===== src/sv/vsar_pkg.sv =====
// Package for the scroll address and register unit: function and register codes,
// item, result and architectural state types, and the fixed bit masks.
// It depends on nothing; vsar_step and the top level refer to it by scoped names.
package vsar_pkg;

    typedef enum logic [3:0] {
        FUNC_REG_WRITE  = 4'd0,
        FUNC_REG_READ   = 4'd1,
        FUNC_COARSE_X   = 4'd2,
        FUNC_FINE_Y     = 4'd3,
        FUNC_COPY_HORIZ = 4'd4,
        FUNC_COPY_VERT  = 4'd5,
        FUNC_SET_VBLANK = 4'd6,
        FUNC_CLR_FLAGS  = 4'd7,
        FUNC_SPRITE0    = 4'd8,
        FUNC_OVERFLOW   = 4'd9
    } func_t;

    typedef enum logic [2:0] {
        REG_CTRL     = 3'd0,
        REG_MASK     = 3'd1,
        REG_STATUS   = 3'd2,
        REG_OAM_ADDR = 3'd3,
        REG_OAM_DATA = 3'd4,
        REG_SCROLL   = 3'd5,
        REG_ADDR     = 3'd6,
        REG_DATA     = 3'd7
    } reg_t;

    // Bit positions of the status flags.
    localparam int unsigned FLAG_VBLANK   = 2;
    localparam int unsigned FLAG_SPRITE0  = 1;
    localparam int unsigned FLAG_OVERFLOW = 0;

    // Control byte bits.
    localparam int unsigned CTRL_NMI_EN  = 7;
    localparam int unsigned CTRL_INC_32  = 2;

    // Address masks for the horizontal and vertical copies.
    localparam logic [14:0] MASK_HORIZ = 15'h041F;
    localparam logic [14:0] MASK_VERT  = 15'h7BE0;

    // Coarse Y row at which the fine-Y step wraps into the next nametable.
    localparam logic [4:0] ROW_LAST_VISIBLE = 5'd29;
    localparam logic [4:0] ROW_MAX          = 5'd31;
    localparam logic [4:0] COARSE_X_MAX     = 5'd31;

    typedef struct packed {
        logic [3:0] func;
        logic [2:0] reg_sel;
        logic [7:0] wdata;
        logic [7:0] mem_data;
    } item_t;

    typedef struct packed {
        logic [7:0]  read_data;
        logic [13:0] access_addr;
        logic        mem_write;
        logic        mem_read;
        logic [14:0] cur_addr;
        logic [2:0]  fine_x_out;
        logic        nmi_pulse;
    } result_t;

    typedef struct packed {
        logic [14:0] cur_vaddr;
        logic [14:0] temp_vaddr;
        logic [2:0]  fine_x;
        logic        write_toggle;
        logic [7:0]  control_byte;
        logic [2:0]  status_flags;
        logic [7:0]  read_buffer;
        logic [7:0]  open_bus;
    } state_t;

endpackage


===== src/sv/vsar_step.sv =====
// Combinational update of the scroll address and register state for one word.
// Depends on vsar_pkg for the codes, masks and the item, result and state types.
module vsar_step
(
    input  vsar_pkg::item_t   item,
    input  vsar_pkg::state_t  state,
    output vsar_pkg::state_t  state_next,
    output vsar_pkg::result_t result
);

    logic [14:0] inc_addr;
    logic [14:0] fine_y_addr;
    logic [4:0]  row;

    // Data port step: 32 walks down a column, 1 along a row.
    assign inc_addr = state.cur_vaddr
                    + (state.control_byte[vsar_pkg::CTRL_INC_32] ? 15'd32 : 15'd1);

    // Fine Y counts inside a tile; on overflow the coarse row advances, and
    // row 29 wraps to the next nametable vertically, row 31 wraps without
    // switching nametable, and row 30 steps on to row 31.
    always_comb
    begin
        fine_y_addr = state.cur_vaddr;
        row         = state.cur_vaddr[9:5];
        if (state.cur_vaddr[14:12] != 3'd7)
        begin
            fine_y_addr[14:12] = state.cur_vaddr[14:12] + 3'd1;
        end
        else
        begin
            fine_y_addr[14:12] = 3'd0;
            if (row == vsar_pkg::ROW_LAST_VISIBLE)
            begin
                fine_y_addr[9:5] = 5'd0;
                fine_y_addr[11]  = ~state.cur_vaddr[11];
            end
            else if (row == vsar_pkg::ROW_MAX)
            begin
                fine_y_addr[9:5] = 5'd0;
            end
            else
            begin
                fine_y_addr[9:5] = row + 5'd1;
            end
        end
    end

    always_comb
    begin
        state_next       = state;
        result.mem_write = 1'b0;
        result.mem_read  = 1'b0;
        result.nmi_pulse = 1'b0;

        case (vsar_pkg::func_t'(item.func))
            vsar_pkg::FUNC_REG_WRITE:
            begin
                case (vsar_pkg::reg_t'(item.reg_sel))
                    vsar_pkg::REG_CTRL:
                    begin
                        state_next.temp_vaddr[11:10] = item.wdata[1:0];
                        state_next.control_byte      = item.wdata;
                    end
                    vsar_pkg::REG_SCROLL:
                    begin
                        if (!state.write_toggle)
                        begin
                            state_next.temp_vaddr[4:0] = item.wdata[7:3];
                            state_next.fine_x          = item.wdata[2:0];
                        end
                        else
                        begin
                            state_next.temp_vaddr[14:12] = item.wdata[2:0];
                            state_next.temp_vaddr[9:5]   = item.wdata[7:3];
                        end
                        state_next.write_toggle = ~state.write_toggle;
                    end
                    vsar_pkg::REG_ADDR:
                    begin
                        if (!state.write_toggle)
                        begin
                            state_next.temp_vaddr[14]   = 1'b0;
                            state_next.temp_vaddr[13:8] = item.wdata[5:0];
                        end
                        else
                        begin
                            state_next.temp_vaddr[7:0] = item.wdata;
                            state_next.cur_vaddr       = {state.temp_vaddr[14:8], item.wdata};
                        end
                        state_next.write_toggle = ~state.write_toggle;
                    end
                    vsar_pkg::REG_DATA:
                    begin
                        result.mem_write     = 1'b1;
                        state_next.cur_vaddr = inc_addr;
                    end
                    default:
                    begin
                        // Mask, status and OAM writes have no effect here.
                    end
                endcase
            end
            vsar_pkg::FUNC_REG_READ:
            begin
                case (vsar_pkg::reg_t'(item.reg_sel))
                    vsar_pkg::REG_DATA:
                    begin
                        state_next.open_bus    = state.read_buffer;
                        state_next.read_buffer = item.mem_data;
                        result.mem_read        = 1'b1;
                        state_next.cur_vaddr   = inc_addr;
                    end
                    vsar_pkg::REG_STATUS:
                    begin
                        state_next.open_bus[7:5] = state.status_flags;
                        state_next.status_flags[vsar_pkg::FLAG_VBLANK] = 1'b0;
                        state_next.write_toggle  = 1'b0;
                    end
                    default:
                    begin
                        // Write-only registers read back the open-bus latch.
                    end
                endcase
            end
            vsar_pkg::FUNC_COARSE_X:
            begin
                if (state.cur_vaddr[4:0] == vsar_pkg::COARSE_X_MAX)
                begin
                    state_next.cur_vaddr[4:0] = 5'd0;
                    state_next.cur_vaddr[10]  = ~state.cur_vaddr[10];
                end
                else
                begin
                    state_next.cur_vaddr = state.cur_vaddr + 15'd1;
                end
            end
            vsar_pkg::FUNC_FINE_Y:
            begin
                state_next.cur_vaddr = fine_y_addr;
            end
            vsar_pkg::FUNC_COPY_HORIZ:
            begin
                state_next.cur_vaddr = (state.cur_vaddr & ~vsar_pkg::MASK_HORIZ)
                                     | (state.temp_vaddr & vsar_pkg::MASK_HORIZ);
            end
            vsar_pkg::FUNC_COPY_VERT:
            begin
                state_next.cur_vaddr = (state.cur_vaddr & ~vsar_pkg::MASK_VERT)
                                     | (state.temp_vaddr & vsar_pkg::MASK_VERT);
            end
            vsar_pkg::FUNC_SET_VBLANK:
            begin
                state_next.status_flags[vsar_pkg::FLAG_VBLANK] = 1'b1;
                result.nmi_pulse = state.control_byte[vsar_pkg::CTRL_NMI_EN];
            end
            vsar_pkg::FUNC_CLR_FLAGS:
            begin
                state_next.status_flags = 3'd0;
            end
            vsar_pkg::FUNC_SPRITE0:
            begin
                state_next.status_flags[vsar_pkg::FLAG_SPRITE0] = 1'b1;
            end
            vsar_pkg::FUNC_OVERFLOW:
            begin
                state_next.status_flags[vsar_pkg::FLAG_OVERFLOW] = 1'b1;
            end
            default:
            begin
                // Unused function codes leave everything as it is.
            end
        endcase

        result.read_data   = state_next.open_bus;
        result.access_addr = state.cur_vaddr[13:0];
        result.cur_addr    = state_next.cur_vaddr;
        result.fine_x_out  = state_next.fine_x;
    end

endmodule


===== src/sv/video_scroll_address_registers_unit.sv =====
// Top level of the scroll address and register unit: input register, state
// registers, result register and handshake. Depends on vsar_pkg and vsar_step.
//
//   Channel   Direction  Handshake             Payload
//   input     in         in_valid / in_stall   func, reg_sel, wdata, mem_data
//   result    out        out_valid / out_stall read_data, access_addr, mem_write,
//                                              mem_read, cur_addr, fine_x_out,
//                                              nmi_pulse
//
// Every accepted word gives exactly one result word. The word passes from the
// input register through vsar_step into the result register, where it is
// offered at the output, and a new word may be accepted in every cycle while
// the output side is not stalled. The state update is a single short pass through
// vsar_step, taken from the input register into the result register.
// Reset (rst_n low, asynchronous) clears all state, including both addresses,
// fine X, the write toggle, the flags and the read buffer, and empties both
// stages. A stall on the result side holds the result register; the input
// register keeps taking a word until it too is full.
module video_scroll_address_registers_unit
(
    input  logic        clk,
    input  logic        rst_n,

    input  logic        in_valid,
    output logic        in_stall,
    input  logic [3:0]  func,
    input  logic [2:0]  reg_sel,
    input  logic [7:0]  wdata,
    input  logic [7:0]  mem_data,

    output logic        out_valid,
    input  logic        out_stall,
    output logic [7:0]  read_data,
    output logic [13:0] access_addr,
    output logic        mem_write,
    output logic        mem_read,
    output logic [14:0] cur_addr,
    output logic [2:0]  fine_x_out,
    output logic        nmi_pulse
);

    // Input stage: holds one word until the result register can take its result.
    logic              item_valid_reg;
    vsar_pkg::item_t   item_reg;

    // Architectural state, updated once for each word that moves forward.
    vsar_pkg::state_t  state_reg;
    vsar_pkg::state_t  state_next;

    // Result stage.
    logic              res_valid_reg;
    vsar_pkg::result_t res_reg;
    vsar_pkg::result_t res_next;

    logic              advance;
    logic              in_take;

    // The result register is free when empty or being emptied this cycle.
    assign advance  = item_valid_reg && (!res_valid_reg || !out_stall);
    // The input register is free when empty or when its word moves forward.
    assign in_stall = item_valid_reg && !advance;
    assign in_take  = in_valid && !in_stall;

    vsar_step u_step
    (
        .item       (item_reg),
        .state      (state_reg),
        .state_next (state_next),
        .result     (res_next)
    );

    always_ff @(posedge clk or negedge rst_n)
    begin
        if (!rst_n)
        begin
            item_valid_reg <= 1'b0;
            res_valid_reg  <= 1'b0;
            state_reg      <= '0;
        end
        else
        begin
            if (in_take)
            begin
                item_valid_reg <= 1'b1;
            end
            else if (advance)
            begin
                item_valid_reg <= 1'b0;
            end

            if (advance)
            begin
                res_valid_reg <= 1'b1;
                state_reg     <= state_next;
            end
            else if (!out_stall)
            begin
                res_valid_reg <= 1'b0;
            end
        end
    end

    // Payload registers carry no reset; their valid bits guard them.
    always_ff @(posedge clk)
    begin
        if (in_take)
        begin
            item_reg.func     <= func;
            item_reg.reg_sel  <= reg_sel;
            item_reg.wdata    <= wdata;
            item_reg.mem_data <= mem_data;
        end
        if (advance)
        begin
            res_reg <= res_next;
        end
    end

    assign out_valid   = res_valid_reg;
    assign read_data   = res_reg.read_data;
    assign access_addr = res_reg.access_addr;
    assign mem_write   = res_reg.mem_write;
    assign mem_read    = res_reg.mem_read;
    assign cur_addr    = res_reg.cur_addr;
    assign fine_x_out  = res_reg.fine_x_out;
    assign nmi_pulse   = res_reg.nmi_pulse;

endmodule


===== config.mk =====
export PLATFORM = sky130hd
export DESIGN_NAME = video_scroll_address_registers_unit
export DESIGN_NICKNAME = d
export VERILOG_FILES = /design/src/sv/vsar_pkg.sv /design/src/sv/vsar_step.sv /design/src/sv/video_scroll_address_registers_unit.sv
export SDC_FILE = /design/constraint.sdc
export NUM_CORES = 1
export LEC_CHECK = 0
export ABC_CLOCK_PERIOD_IN_PS = 3520
export BUFFER_PORTS_ARGS = -buffer_cell sky130_fd_sc_hd__buf_2
export CAP_MARGIN = 5
export CORE_MARGIN = 2
export CORE_UTILIZATION = 25
export DETAILED_ROUTE_END_ITERATION = 7
export GPL_TIMING_DRIVEN = 0
export HOLD_SLACK_MARGIN = 0.03
export PLACE_DENSITY = 0.37
export SETUP_SLACK_MARGIN = 0.05
export SLEW_MARGIN = 20
export SYNTH_ARGS = -nofsm -noshare
export SYNTH_HDL_FRONTEND = slang
export SYNTH_HIERARCHICAL = 1
export SYNTH_SLANG_ARGS = --single-unit

===== constraint.sdc =====
create_clock -name clk -period 3.52 [get_ports clk]
set_input_delay 0.352 -clock clk [delete_from_list [all_inputs] [get_ports clk]]
set_output_delay 0.352 -clock clk [all_outputs]
set_load 0.1 [all_outputs]

==> flow_summary_export.csv <==
group,metric,value,unit
synth,syn_avg_cell_area,10.5,µm²
timing,fmax,300,MHz
run,maxCapViolations,0,
floorplan,initial_core_util,0.253,
drt,wirelength,24100,µm
timing,finalSetupTns,0,ns
clock_tree,cts.clk_slew.worst_paths,0.07,ns
cells_and_area,nets,819,
global_route,grt_max_degree,53,
power_and_ir_drop,power.density,732,nW/µm²
timing,fin_crit,3.33,ns
drt,num_vias,5805,
synth,synthesis.instances,690,
setup_path,crit_fanout,11,
timing,setup_violations,0,
clock_tree,clkLatencyLatePin,0.44,ns
synth,synthesis.area,7220,µm²
power_and_ir_drop,peakVddDrop,0.283,mV
clock_tree,cts_tree,"yes",
clock_tree,cts-root-buf,"clkbuf_16",
drt,drc,0,
timing,whs,0.0854,ns
timing,hold_violations,0,
timing,rsz0062_at_grt,"no",
placement,dpl.hpwl,17400,µm
synth,yosysWarnings,6,
global_route,overflow,0,
cells_and_area,mostFrequentLayoutCell,"nand2_1",
cells_and_area,nFillCells,3052,
floorplan,core-area,28500,µm²
cells_and_area,fin_area,8670,µm²
drt,antenna_left,0,
setup_path,arrival,3.65,ns
placement,placed_area,8080,µm²
timing,tightest_slew,0.979,ns
power_and_ir_drop,p_leak,0.00354,µW
hold_path,whs_path_depth,1,
timing,drv_slew,0,
timing,fin_crit_sh,0.947,
global_route,grt_pass1_wl,36900,µm
drt,drt_pass1_iterations,5,
setup_path,worstSetupPathType,"reg -> reg",
global_route,antenna_found_initial,0,
cells_and_area,multi_input_area,3180,µm²
floorplan,boundaryPins,72,
setup_path,rrSetupSlack,0.19,ns
cells_and_area,ff_latch_area,3410,µm²
setup_path,worst_setup_path_end_kind,"flop",
run_status,outcome,"completed",
cells_and_area,layout-drive-gt1-share,0.316,
placement,gp_congestion,0.893,
clock_tree,cts_buffers,17,
floorplan,fp.dieW,174,µm
clock_tree,cts.sinks,123,
drt,wl_per_cell,20.4,µm
drt,first_iter_violations,402,
timing,relSlewSlack,0.337,
setup_path,cp-start-kind,"flop",
synth,synth_nets,727,
clock_tree,cts_setup_buffers,0,
cells_and_area,diodes,0,
cells_and_area,largest_reg_flops,55,
global_route,grt_pass1_vias,5947,
hold_path,hold_class,"in -> reg",
setup_path,reg2regPathDepth,11,
floorplan,row_count,62,
cells_and_area,most-common-layout-cells,"nand2_1, buf_2, edfxtp_1, dfrtp_1, mux2_2",
clock_tree,h-tree-depth,4,
drt,via_per_inst,4.92,
placement,io_buffers,71,
setup_path,worstPathRequired,3.84,ns
floorplan,die_area,30200,µm²
floorplan,die_h,174,µm
timing,finClkSkew,0.0133,ns
cells_and_area,syn_to_final_growth,20.1,%
global_route,grtUsageTotal,0.162,
clock_tree,cts_buffer_depth,2,
## area by class of cell
type,instances,share of cell area
Clock buffer,17,0.0491
Sequential cell,123,0.393
Tap cell,384,0.0554
Inverter,16,0.00693
Timing Repair Buffer,73,0.0447
Multi-Input combinational cell,466,0.367
Clock inverter,15,0.0179
Buffer,85,0.0662
## routing by layer
layer / vias up / global-route usage / share of wire
li1: 2715 / - / -
met1: 2856 / 0.224 / 0.47
met2: 201 / 0.254 / 0.47
met3: 33 / 0.0315 / 0.050
met4: 0 / 0.0560 / 0.016
met5: - / 0 / 0
## worst paths after layout
path,startpoint,endpoint
worst max-delay path,state_reg[47]$_DFFE_PN0P_,state_reg[55]$_DFFE_PN0P_
worst min register to register,item_valid_reg$_DFFE_PN0P_,out_valid$_DFFE_PN0P_
worst max register to register,state_reg[47]$_DFFE_PN0P_,state_reg[55]$_DFFE_PN0P_
worst min-delay path,wdata[6],item_reg[14]$_DFFE_PP_
max in group asynchronous,rst_n,state_reg[57]$_DFFE_PN0P_
min in group asynchronous,rst_n,state_reg[29]$_DFFE_PN0P_
## power by group
group / switching [µW] / total (µW) / internal (µW)
clock network: 784 / 1780 / 999
registers: 362 / 2260 / 1900
logic: 1510 / 2300 / 792
## through the flow
step	std cells	utilization	setup slack [ns]	total power, µW
finish	1179	0.304	0.185	6350
global route	1179	0.304	0.0622	6690
CTS	1179	0.304	0.135	6410
detailed placement	1146	0.283	0.169	4590
global placement	1145	0.282	0.177	4560
floorplan	690	-	0.849	4000
## worst max-delay path, stage by stage, from the launching register on
cell	delay, ns
dfrtp_1	0.51
ha_1	0.29
and3_1	0.20
ha_1	0.19
nand4b_1	0.38
nor2_1	0.38
nand2_1	0.15
a211o_1	0.34
o32ai_1	0.27
nand2_1	0.12
buf_4	0.15
mux2_2	0.25
## repair_timing
item | CTS | global route
gates resized for setup | 0 | 1
setup endpoints to repair | 0 | 1
hold buffers | 1 | 0
hold endpoints to repair | 22 | 0
No activity file was read; power rests on OpenSTA's default activity.
